`src/hdl/assert_macros.svh`:
```
// Assertion helpers for the RTL.
`ifndef ASSERT_MACROS_SVH
`define ASSERT_MACROS_SVH

// Same-cycle implication, sampled on the rising clock edge, off during reset.
`define FBA_ASSERT_IMP(name, clk, rst_n, ante, cons, msg) \
	name: assert property (@(posedge clk) disable iff (!rst_n) (ante) |-> (cons)) \
		else $error(msg);

// Next-cycle implication, sampled on the rising clock edge, off during reset.
`define FBA_ASSERT_NXT(name, clk, rst_n, ante, cons, msg) \
	name: assert property (@(posedge clk) disable iff (!rst_n) (ante) |=> (cons)) \
		else $error(msg);

`endif

```
`src/hdl/fba_pkg.sv`:
```
package fba_pkg;

	localparam int ADDR_W     = 32;
	localparam int PAGE_SHIFT = 12;
	localparam int PFN_W      = ADDR_W - PAGE_SHIFT;
	localparam int FRAME_W    = 12;
	localparam int CNT_W      = 13;
	localparam logic [CNT_W-1:0] CNT_RESET = 13'd4095;

	typedef logic [1:0] status_t;
	localparam status_t ST_OK     = 2'd0;
	localparam status_t ST_MAPPED = 2'd1;
	localparam status_t ST_FULL   = 2'd2;
	localparam status_t ST_RANGE  = 2'd3;

	localparam logic KIND_ALLOC = 1'b0;
	localparam logic KIND_MARK  = 1'b1;

	typedef struct packed {
		logic    clear_step;
		logic    accept;
		logic    scan_step;
		logic    mark_step;
		logic    mark_write;
		logic    load_res;
		status_t res_status;
	} fba_cmd_t;

	typedef struct packed {
		logic clear_last;
		logic kind;
		logic has_frame;
		logic range_err;
		logic scan_hit;
		logic scan_full;
		logic mark_found;
		logic out_busy;
	} fba_sts_t;

endpackage

```
`src/hdl/fba_ctrl.sv`:
```
module fba_ctrl
	import fba_pkg::*;
(
	input  logic     clk,
	input  logic     arst_n,
	input  logic     in_valid,
	output logic     in_stall,
	input  fba_sts_t sts,
	output fba_cmd_t cmd
);

	typedef enum logic [2:0] {
		S_CLEAR,
		S_IDLE,
		S_CHECK,
		S_SCAN,
		S_LOCATE,
		S_MARK_WR,
		S_FINISH
	} state_t;

	state_t  state_q;
	status_t res_q;

	assign in_stall = (state_q != S_IDLE);

	always_comb begin
		cmd            = '0;
		cmd.res_status = res_q;
		case (state_q)
			S_CLEAR:   cmd.clear_step = 1'b1;
			S_IDLE:    cmd.accept     = in_valid;
			S_SCAN:    cmd.scan_step  = 1'b1;
			S_LOCATE:  cmd.mark_step  = 1'b1;
			S_MARK_WR: cmd.mark_write = 1'b1;
			S_FINISH:  cmd.load_res   = !sts.out_busy;
			default:   cmd            = '0;
		endcase
	end

	always_ff @(posedge clk or negedge arst_n) begin
		if (!arst_n) begin
			state_q <= S_CLEAR;
			res_q   <= ST_OK;
		end else begin
			case (state_q)
				S_CLEAR: begin
					if (sts.clear_last) state_q <= S_IDLE;
				end
				S_IDLE: begin
					if (in_valid) state_q <= S_CHECK;
				end
				S_CHECK: begin
					if (sts.kind == KIND_ALLOC) begin
						if (sts.has_frame) begin
							res_q   <= ST_MAPPED;
							state_q <= S_FINISH;
						end else begin
							state_q <= S_SCAN;
						end
					end else if (sts.range_err) begin
						res_q   <= ST_RANGE;
						state_q <= S_FINISH;
					end else begin
						state_q <= S_LOCATE;
					end
				end
				S_SCAN: begin
					if (sts.scan_hit) begin
						res_q   <= ST_OK;
						state_q <= S_FINISH;
					end else if (sts.scan_full) begin
						res_q   <= ST_FULL;
						state_q <= S_FINISH;
					end
				end
				S_LOCATE: begin
					if (sts.mark_found) state_q <= S_MARK_WR;
				end
				S_MARK_WR: begin
					res_q   <= ST_OK;
					state_q <= S_FINISH;
				end
				S_FINISH: begin
					if (!sts.out_busy) state_q <= S_IDLE;
				end
				default: state_q <= S_IDLE;
			endcase
		end
	end

endmodule

```
`src/hdl/fba_dpath.sv`:
```
module fba_dpath
	import fba_pkg::*;
#(
	parameter int MAX_FRAMES = 4096,
	parameter int WORD_BITS  = 32
) (
	input  logic               clk,
	input  logic               arst_n,
	input  fba_cmd_t           cmd,
	output fba_sts_t           sts,
	input  logic               kind,
	input  logic [ADDR_W-1:0]  phys_address,
	input  logic               entry_has_frame,
	input  logic               kernel_page,
	input  logic               writable,
	input  logic               cfg_valid,
	input  logic [CNT_W-1:0]   cfg_data,
	output logic               out_valid,
	input  logic               out_stall,
	output status_t            status,
	output logic [FRAME_W-1:0] frame_number,
	output logic               page_present,
	output logic               page_writable,
	output logic               page_user
);

	localparam int DEPTH = (MAX_FRAMES + WORD_BITS - 1) / WORD_BITS;
	localparam int AW    = (DEPTH > 1) ? $clog2(DEPTH) : 1;
	localparam int BIT_W = $clog2(WORD_BITS);
	localparam int CW    = $clog2(MAX_FRAMES + 1);
	localparam int BW    = $clog2(MAX_FRAMES + WORD_BITS + 1);

	logic [WORD_BITS-1:0] mem [DEPTH];

	logic [CNT_W-1:0]     count_q;
	logic [CW-1:0]        eff_count;
	logic [AW-1:0]        addr_q;
	logic [BW-1:0]        base_q;
	logic                 rd_pend_s1;
	logic                 out_valid_q;

	logic                 kind_q;
	logic                 has_frame_q;
	logic                 kernel_q;
	logic                 writable_q;
	logic [PFN_W-1:0]     frame_q;
	logic [AW-1:0]        addr_s1;
	logic [BW-1:0]        base_s1;
	logic [BIT_W-1:0]     bit_q;
	logic [WORD_BITS-1:0] rd_data_s1;

	logic                 in_lim;
	logic                 rd_en;
	logic                 wr_en;
	logic [AW-1:0]        wr_addr;
	logic [WORD_BITS-1:0] wr_data;
	logic [BIT_W-1:0]     zero_idx;
	logic                 advance;

	assign eff_count = (32'(count_q) > 32'(MAX_FRAMES)) ? CW'(MAX_FRAMES) : CW'(count_q);
	assign in_lim    = (32'(base_q) + 32'(WORD_BITS)) <= 32'(eff_count);

	// lowest clear bit of the word just read
	always_comb begin
		zero_idx = '0;
		for (int i = WORD_BITS - 1; i >= 0; i--) begin
			if (!rd_data_s1[i]) zero_idx = BIT_W'(i);
		end
	end

	always_comb begin
		sts            = '0;
		sts.clear_last = (addr_q == AW'(DEPTH - 1));
		sts.kind       = kind_q;
		sts.has_frame  = has_frame_q;
		sts.range_err  = 32'(frame_q) >= 32'(eff_count);
		sts.scan_hit   = rd_pend_s1 && !(&rd_data_s1);
		sts.scan_full  = !in_lim && !sts.scan_hit;
		sts.mark_found = 32'(frame_q) < (32'(base_q) + 32'(WORD_BITS));
		sts.out_busy   = out_valid_q && out_stall;
	end

	assign rd_en   = (cmd.scan_step && in_lim) || (cmd.mark_step && sts.mark_found);
	assign advance = (cmd.scan_step && in_lim) || (cmd.mark_step && !sts.mark_found);

	always_comb begin
		wr_en   = 1'b0;
		wr_addr = addr_s1;
		wr_data = rd_data_s1 | (WORD_BITS'(1) << bit_q);
		if (cmd.clear_step) begin
			wr_en   = 1'b1;
			wr_addr = addr_q;
			wr_data = '0;
		end else if (cmd.scan_step && sts.scan_hit) begin
			wr_en   = 1'b1;
			wr_data = rd_data_s1 | (WORD_BITS'(1) << zero_idx);
		end else if (cmd.mark_write) begin
			wr_en   = 1'b1;
		end
	end

	always_ff @(posedge clk) begin
		if (wr_en) mem[wr_addr] <= wr_data;
		if (rd_en) rd_data_s1 <= mem[addr_q];
	end

	always_ff @(posedge clk or negedge arst_n) begin
		if (!arst_n) begin
			count_q     <= CNT_RESET;
			addr_q      <= '0;
			base_q      <= '0;
			rd_pend_s1  <= 1'b0;
			out_valid_q <= 1'b0;
		end else begin
			if (cfg_valid) count_q <= cfg_data;
			rd_pend_s1 <= cmd.scan_step && in_lim;
			if (cmd.accept) begin
				addr_q <= '0;
				base_q <= '0;
			end else if (cmd.clear_step) begin
				addr_q <= addr_q + AW'(1);
			end else if (advance) begin
				addr_q <= addr_q + AW'(1);
				base_q <= base_q + BW'(WORD_BITS);
			end
			if (cmd.load_res) out_valid_q <= 1'b1;
			else if (!out_stall) out_valid_q <= 1'b0;
		end
	end

	always_ff @(posedge clk) begin
		if (cmd.accept) begin
			kind_q      <= kind;
			has_frame_q <= entry_has_frame;
			kernel_q    <= kernel_page;
			writable_q  <= writable;
			frame_q     <= phys_address[ADDR_W-1:PAGE_SHIFT];
		end else if (cmd.scan_step && sts.scan_hit) begin
			frame_q <= PFN_W'(32'(base_s1) + 32'(zero_idx));
		end
		if (rd_en) begin
			addr_s1 <= addr_q;
			base_s1 <= base_q;
			bit_q   <= BIT_W'(32'(frame_q) - 32'(base_q));
		end
		if (cmd.load_res) begin
			status <= cmd.res_status;
			if (cmd.res_status == ST_OK) begin
				frame_number  <= frame_q[FRAME_W-1:0];
				page_present  <= 1'b1;
				page_writable <= writable_q;
				page_user     <= !kernel_q;
			end else begin
				frame_number  <= '0;
				page_present  <= 1'b0;
				page_writable <= 1'b0;
				page_user     <= 1'b0;
			end
		end
	end

	assign out_valid = out_valid_q;

endmodule

```
`src/hdl/frame_bitmap_allocator_unit.sv`:
```
// Bitmap frame allocator: one used/free bit per 4 KiB physical frame.
// Input channel (in_valid/in_stall): kind 0 allocates the lowest free frame,
// kind 1 marks the frame holding phys_address as used. A transfer happens when
// in_valid is high and in_stall is low; one item is worked on at a time.
// Output channel (out_valid/out_stall): one result per item, held in an output
// register, so the next item may start while a result waits to be taken.
// Config channel (cfg_valid/cfg_ready): writes frame_count; always ready.
// Already-mapped and out-of-range items go from accept through CHECK to FINISH,
// where the result is loaded. An allocation scans up to MAX_FRAMES/WORD_BITS
// bitmap words (128 by default), one word read per cycle from bitmap memory,
// and sets the lowest clear bit it finds. A mark steps a word counter up to the
// word of its frame, then reads that word and writes it back with the bit set.
// Reset: the bitmap memory is swept to zero, one word per cycle over all
// MAX_FRAMES/WORD_BITS words (128 by default), with in_stall high.
// While the receiver stalls, a finished result holds in the output register
// and the next result waits in the controller until it is taken.
`include "assert_macros.svh"

module frame_bitmap_allocator_unit
	import fba_pkg::*;
#(
	parameter int MAX_FRAMES = 4096,
	parameter int WORD_BITS  = 32
) (
	input  logic               clk,
	input  logic               arst_n,
	input  logic               in_valid,
	output logic               in_stall,
	input  logic               kind,
	input  logic [ADDR_W-1:0]  phys_address,
	input  logic               entry_has_frame,
	input  logic               kernel_page,
	input  logic               writable,
	output logic               out_valid,
	input  logic               out_stall,
	output status_t            status,
	output logic [FRAME_W-1:0] frame_number,
	output logic               page_present,
	output logic               page_writable,
	output logic               page_user,
	input  logic               cfg_valid,
	output logic               cfg_ready,
	input  logic [CNT_W-1:0]   cfg_data
);

	fba_cmd_t cmd;
	fba_sts_t sts;

	assign cfg_ready = 1'b1;

	fba_ctrl u_ctrl (
		.clk      (clk),
		.arst_n   (arst_n),
		.in_valid (in_valid),
		.in_stall (in_stall),
		.sts      (sts),
		.cmd      (cmd)
	);

	fba_dpath #(
		.MAX_FRAMES (MAX_FRAMES),
		.WORD_BITS  (WORD_BITS)
	) u_dpath (
		.clk             (clk),
		.arst_n          (arst_n),
		.cmd             (cmd),
		.sts             (sts),
		.kind            (kind),
		.phys_address    (phys_address),
		.entry_has_frame (entry_has_frame),
		.kernel_page     (kernel_page),
		.writable        (writable),
		.cfg_valid       (cfg_valid && cfg_ready),
		.cfg_data        (cfg_data),
		.out_valid       (out_valid),
		.out_stall       (out_stall),
		.status          (status),
		.frame_number    (frame_number),
		.page_present    (page_present),
		.page_writable   (page_writable),
		.page_user       (page_user)
	);

	`FBA_ASSERT_IMP(a_stall_in_clear, clk, arst_n, cmd.clear_step, in_stall, "item taken during clear")
	`FBA_ASSERT_NXT(a_one_item, clk, arst_n, in_valid && !in_stall, in_stall, "second item taken")
	`FBA_ASSERT_IMP(a_no_overwrite, clk, arst_n, cmd.load_res, !(out_valid && out_stall), "result overwritten")
	`FBA_ASSERT_IMP(a_hit_not_full, clk, arst_n, sts.scan_hit, !sts.scan_full, "scan hit and full together")

endmodule

```
`config.mk`:
```
export PLATFORM = sky130hd
export DESIGN_NAME = frame_bitmap_allocator_unit
export DESIGN_NICKNAME = d
export VERILOG_FILES = /design/src/hdl/fba_pkg.sv /design/src/hdl/fba_ctrl.sv /design/src/hdl/fba_dpath.sv /design/src/hdl/frame_bitmap_allocator_unit.sv
export VERILOG_INCLUDE_DIRS = /design/src /design/src/hdl
export SDC_FILE = /design/constraint.sdc
export NUM_CORES = 2
export LEC_CHECK = 0
export BUFFER_PORTS_ARGS = -buffer_cell sky130_fd_sc_hd__buf_2
export CAP_MARGIN = 20
export CELL_PAD_IN_SITES_DETAIL_PLACEMENT = 0
export CELL_PAD_IN_SITES_GLOBAL_PLACEMENT = 1
export CORE_ASPECT_RATIO = 1.2
export CORE_MARGIN = 1
export CORE_UTILIZATION = 57
export DETAILED_ROUTE_END_ITERATION = 6
export MAX_ROUTING_LAYER = met4
export PLACE_DENSITY = 0.77
export SYNTH_ARGS = -nofsm -noshare
export SYNTH_HDL_FRONTEND = slang
export SYNTH_SLANG_ARGS = --single-unit
```
`constraint.sdc`:
```
create_clock -name clk -period 14.5 [get_ports clk]
set_input_delay 3.625 -clock clk [delete_from_list [all_inputs] [get_ports clk]]
set_output_delay 3.625 -clock clk [all_outputs]
set_load 0.05 [all_outputs]
```
After elaboration in Yosys (flattened, before gate mapping):

Memory sizes are Yosys's and may differ from the RTL's. A register that Yosys moved wholly into a read port is not among the register bits.
Index checks and enable logic that the tools add are counted.
Widths: inputs -> output; s select.

* output and inout port bits: 20
* bits in writable memories: 4096
* input port bits: 54
* register bits: 106
* word-level logic and storage cells: 152
* memories: 1

* equality and inequality tests: 17
* magnitude comparators: 4
* muxes and demuxes: 75
* bitwise logic cells: 2
* $add $sub $neg: 5
* shift-type cells: 2
* reductions and logical operators: 26

Memory list
* u_dpath.mem: depth 128, bits a word 32, read ports 1, clocked after memory_dff 1, wr ports 1, line fba_dpath.sv:33 `logic [WORD_BITS-1:0] mem [DEPTH];`

Operators with widths (number)
* $mux 5: 32
* $mux 32: 2
* $or 32x32->32: 2
* $shl 1x5->32 const A: 2
* $mux 13: 4
* $mux 20: 2
* $le 32x13->1: 1
* $reduce_and 32->1: 1
* $mux 7: 4
* $mux 3: 8
* $pmux 3 s7: 1
* $ge 20x13->1: 1
* $lt 20x14->1: 1
* $add 13x5->14: 1
* $add 13x6->14 const B: 1
* $mux 1: 14
* $mux 2: 7
* $add 13x6->13 const B: 1
* $gt 13x13->1 const B: 1
* $eq 3x3->1 const B: 3
* $ne 2x2->1 const B: 4
* $add 7x1->7 const B: 1
* $eq 7x7->1 const B: 1
* $logic_and 1x1->1: 7
* 18 further kinds: 29

Longest topological paths before layout:

* depth after elaboration: 36
* depth in mapped cells: 14
* mapped depth without buffers: 13

Modules after synthesis:

From an unflattened synthesis, not the netlist that was laid out.

* cells, all modules: 6990
* area total of the unflattened synthesis: 162883.7 um2

By module, submodules not included
* fba_dpath: seq. area each 126556.4 um2, area an instance 162402.0 um2, cells an instance 6935, instances 1
* fba_ctrl: seq. area each 125.1 um2, area an instance 470.5 um2, cells an instance 53, instances 1
* frame_bitmap_allocator_unit: seq. area each 0.0 um2, area an instance 11.3 um2, cells an instance 2, instances 1

Worst setup path before layout:

No wires, ideal clock.

* kind: reg-to-reg
* start: reg u_dpath.rd_data_s1[27] (read register of u_dpath.mem)
* end: mem u_dpath.mem[0][0] (data pin)
* slack: 4.082 ns
* setup time: 1.590 ns
* buffers on the path: 0
* required time: 12.910 ns
* arrival: 8.828 ns
* cell stages (with the launch flop): 7
* period minus slack after synthesis: 10.418 ns
* cells stage by stage: edfxtp_1 > and4_1 > a2111oi_0 > nor3_1 > o21ai_1 > a31oi_1 > o41ai_1

* word-level cells in the longest chain between the ends: 32
* elaborated cells between the ends (all ways): 36
* classes of those cells: shift: 1; mux: 30; bitwise: 1; reduce/logical: 4

Ends and longest elaborated chain
* start, declared: line fba_dpath.sv:50 `logic [WORD_BITS-1:0] rd_data_s1;`
* $mux 5 (28 in a row): line fba_dpath.sv:67 `if (!rd_data_s1[i]) zero_idx = BIT_W'(i);`
* $shl 1x5->32: line fba_dpath.sv:96 `wr_data = rd_data_s1 | (WORD_BITS'(1) << zero_idx);`
* $or 32x32->32: line fba_dpath.sv:96
* $mux 32 (*): line fba_dpath.sv:94 `end else if (cmd.scan_step && sts.scan_hit) begin`
* $mux 32 (*): line fba_dpath.sv:90 `if (cmd.clear_step) begin`
* via u_dpath.wr_data[0]: line fba_dpath.sv:56 `logic [WORD_BITS-1:0] wr_data;`
* end, declared: line fba_dpath.sv:33

The timed path passes the listed nets; every way through them passes the cells marked *.

==> impl_metrics.json <==
{
  "final_core_util_pct": 64.4,
  "cts-root-to-sink-buffers": 4,
  "wirelength_um": 395000,
  "grt_first_pass_wirelength_um": 563000,
  "min_delay_path_depth": 0,
  "grt_util_all_layers_pct": 28.4,
  "critPathKind": "reg -> reg",
  "placement.setup.worst_slack_ps": 8490,
  "rsz0062_at_grt": "false",
  "min_from": "u_dpath.frame_q[0]$_DFFE_PP_",
  "mostFrequentLayoutCells": "4189 x edfxtp_1, 1152 x mux4_2, 403 x clkbuf_16",
  "r2r.worst_path.cells": 8,
  "drt_first_pass_iters": 6,
  "min_delay_endpoint": "u_dpath.bit_q[0]$_DFFE_PP_",
  "avgViaCountPerCell": 6.61,
  "cts_tree": "yes",
  "cts_buffers": 391,
  "synth_enable_flop_cells": 4189,
  "cts_hold_repair_buffers": 0,
  "cts-htree-levels": 5,
  "power.density_cell_area_nw_per_um2": 206,
  "floorplan.io_pins": 74,
  "initial_utilization_pct": 57.4,
  "detailroute.via_count": 76700,
  "grt-ovfl-total": 0,
  "final_cell_area_sq_um": 183000,
  "timing.critical_path.arrival_ps": 6600,
  "final_layout_size_suffix_gt1_share_pct": 29.9,
  "layout_min_cycle_time_ps": 5990,
  "fmaxAchievable_mhz": 167,
  "largest_cells_by_area_after_synthesis": "edfxtp_1 77%, mux4_2 16%, mux2i_1 1.3%",
  "final_hold_viol_count": 0,
  "core_area_sq_um": 284000,
  "grt_antenna_before_repair": 20,
  "critical_path.reg2reg.startpoint": "u_dpath.addr_q[1]$_DFFE_PN0P_",
  "dp_hpwl_um": 215000,
  "yosysWarnings": 0,
  "post_cts.resized_instances": 0,
  "report.final.slew_viol_count": 0,
  "die_h_um": 588,
  "layout_setup_ws_ps": 8510,
  "timing.setup.tns_ps": 0,
  "synth_largest_area_cell": "edfxtp_1",
  "synthArstFlopShare_pct": 0.829,
  "critPathMostFrequentCell": "buf_4",
  "gpl.final_weighted_congestion": 0.881,
  "power_leakage_nw": 56.4,
  "timing.hold.ws_ps": 498,
  "cts.sink_count": 4224,
  "worstHoldPathType": "reg -> reg",
  "worstMarginPinSlew_ps": 1220,
  "drv_cap": 0,
  "route.antenna.remaining_nets": 0,
  "grt_max_degree": 138,
  "synth_ff_type": "edfxtp_1",
  "post_synth_inst_count": 7114,
  "drt_iter0_drc": 9350,
  "reg2reg_setup_slack_ps": 8510,
  "netlist.area_leader.share_pct": 77.2,
  "netlist_area_sq_um": 163000,
  "slew_headroom_pct": 18.5,
  "post_cts_setup_buffer_count": 0,
  "route.detailed.drc": 0,
  "first_global_vias": 77800,
  "horizontal_extent_of_the_die_um": 490,
  "numPortBuffers": 60,
  "vdd_ir_drop_max_uv": 288,
  "fin_crit_sh_pct": 41.3,
  "finalSetupViolations": 0,
  "avgRoutedWirePerCell_um": 34.0,
  "critical-path-max-stage-delay_ps": 860,
  "ctsRootBufferMaster": "clkbuf_16",
  "ys_seq_elements": 4224,
  "crit-reg2reg-capture": "u_dpath.rd_data_s1[3]$_DFFE_PP_",
  "worstSetupEndpointType": "flip-flop",
  "placed_area_sq_um": 170000,
  "fin_skew_ps": 44.0,
  "crit_chain": "buf_4 -> buf_4 -> buf_4 -> buf_4 -> mux4_2 -> mux4_2 -> a211oi_2 -> nor4_1",
  "proportion_of_synthesized_chip_area_in_sequential_cells_pct": 77.7,
  "clock_insertion_delay_worst_skew_ps": 910,
  "mostFrequentLayoutCell": "edfxtp_1",
  "synth.avg_cell_area_sq_um": 22.9,
  "outcome": "finished clean",
  "layout.nets": 7591,
  "clkTransAtPathRegs_ps": 60,
  "yosys.cell_types.count": 65,
  "slowest_stage": "a211oi_2",
  "crit_path_max_fanout": 52,
  "timing.critical_path.from_type": "flip-flop",
  "areaGrowthSynthToFinish_pct": 12.2,
  "critPathRequiredTime_ps": 15110,
  "placement_rows": 214,
  "area_of_the_die_sq_um": 288000
}
[synth_stat cells (23+ instances only)]
library cell  number
edfxtp_1        4189
mux4_2          1152
nand2_1          359
mux2i_1          218
nor2_1           166
clkbuf_1         142
buf_2            101
nand4_1           64
buf_4             59
o22ai_1           56
o21ai_0           52
mux2_2            51
buf_1             40
inv_1             35
ha_1              34
a211oi_1          33
nor2b_1           31
nor3_1            31
nand3_1           29
nor4_1            29
and2_1            23
dfrtp_1           23
[critical path: cells and delay by family (launching register included)]
family,cells,cell delay [ps]
AO/OA/AOI/OAI,1,860
buffers and inverters,4,2810
flip-flops,1,840
multiplexers,2,870
AND/OR/NAND/NOR,1,100
[per-stage QoR]
step	std cells	total power [mW]
global route	11600	38.9
finish	11600	37.7
CTS	11600	37.8
floorplan	7115	24.4
global placement	10900	27.3
detailed placement	10900	27.7
[metal layers]
| layer | vias to the layer above | share of wire [%] | global-route usage (%) | wire, um |
|---|---|---|---|---|
| li1 | 30900 | - | - | - |
| met1 | 41300 | 38 | 37.6 | 149000 |
| met2 | 3842 | 49 | 44.8 | 195000 |
| met3 | 661 | 8.9 | 5.30 | 35200 |
| met4 | 0 | 4.0 | 10.2 | 15900 |
| met5 | - | 0 | - | 0 |
[cells by family (layout without fill, tap and decap cells)]
| kind of cell | Yosys count | after routing | synth area share, % |
|---|---|---|---|
| flip-flops | 4224 | 4224 | 77.7 |
| AND/OR/NAND/NOR | 791 | 791 | 2.22 |
| AO/OA/AOI/OAI | 233 | 233 | 0.927 |
| adder cells (fa/ha/maj) | 34 | 34 | 0.261 |
| other | 2 | 16 | 0.00461 |
| buffers and inverters | 396 | 1095 | 1.21 |
| XOR/XNOR | 9 | 9 | 0.0484 |
| multiplexers | 1425 | 1425 | 17.6 |
[power breakdown]
part | internal [mW] | total, mW | switching [mW]
logic | 3.86 | 11.0 | 7.12
clock network | 5.88 | 10.3 | 4.38
registers | 16.2 | 16.5 | 0.277
total | 26.0 | 37.7 | 11.8
[worst max-delay path by stage]
stage	start	to	depth (start not counted)
4_1_cts	u_dpath.addr_q[1]$_DFFE_PN0P_	u_dpath.rd_data_s1[3]$_DFFE_PP_	8
5_1_grt	u_dpath.addr_q[0]$_DFFE_PN0P_	u_dpath.rd_data_s1[31]$_DFFE_PP_	8
3_3_place_gp	u_dpath.addr_q[0]$_DFFE_PN0P_	u_dpath.rd_data_s1[31]$_DFFE_PP_	8
2_1_floorplan	u_dpath.rd_data_s1[27]$_DFFE_PP_	u_dpath.mem[0][0]$_DFFE_PP_	6
3_5_place_dp	u_dpath.addr_q[1]$_DFFE_PN0P_	u_dpath.rd_data_s1[3]$_DFFE_PP_	8
6_report	u_dpath.addr_q[1]$_DFFE_PN0P_	u_dpath.rd_data_s1[3]$_DFFE_PP_	8
[final cells by class]
cell class	count	area, sq um
repair buffers	355	2690
inverters	36	135
clock buffers	467	10400
clock inverters	237	2330
well taps	3780	4730
fillers	18100	101000
multi-input cells	2495	35900
diodes	13	32.5
flip-flops and latches	4224	127000
[registers in the layout (all words and copies together) (netlist names), 5 cells and up]
register and count:
u_dpath.bit_q 5, u_dpath.count_q 13, u_dpath.base_s1 8, u_dpath.frame_number 12, u_dpath.mem 4096, u_dpath.frame_q 20, u_dpath.addr_q 7, u_dpath.base_q 8
u_dpath.rd_data_s1 32, u_dpath.addr_s1 7
Note: power is estimated with default switching activity, not from simulation.
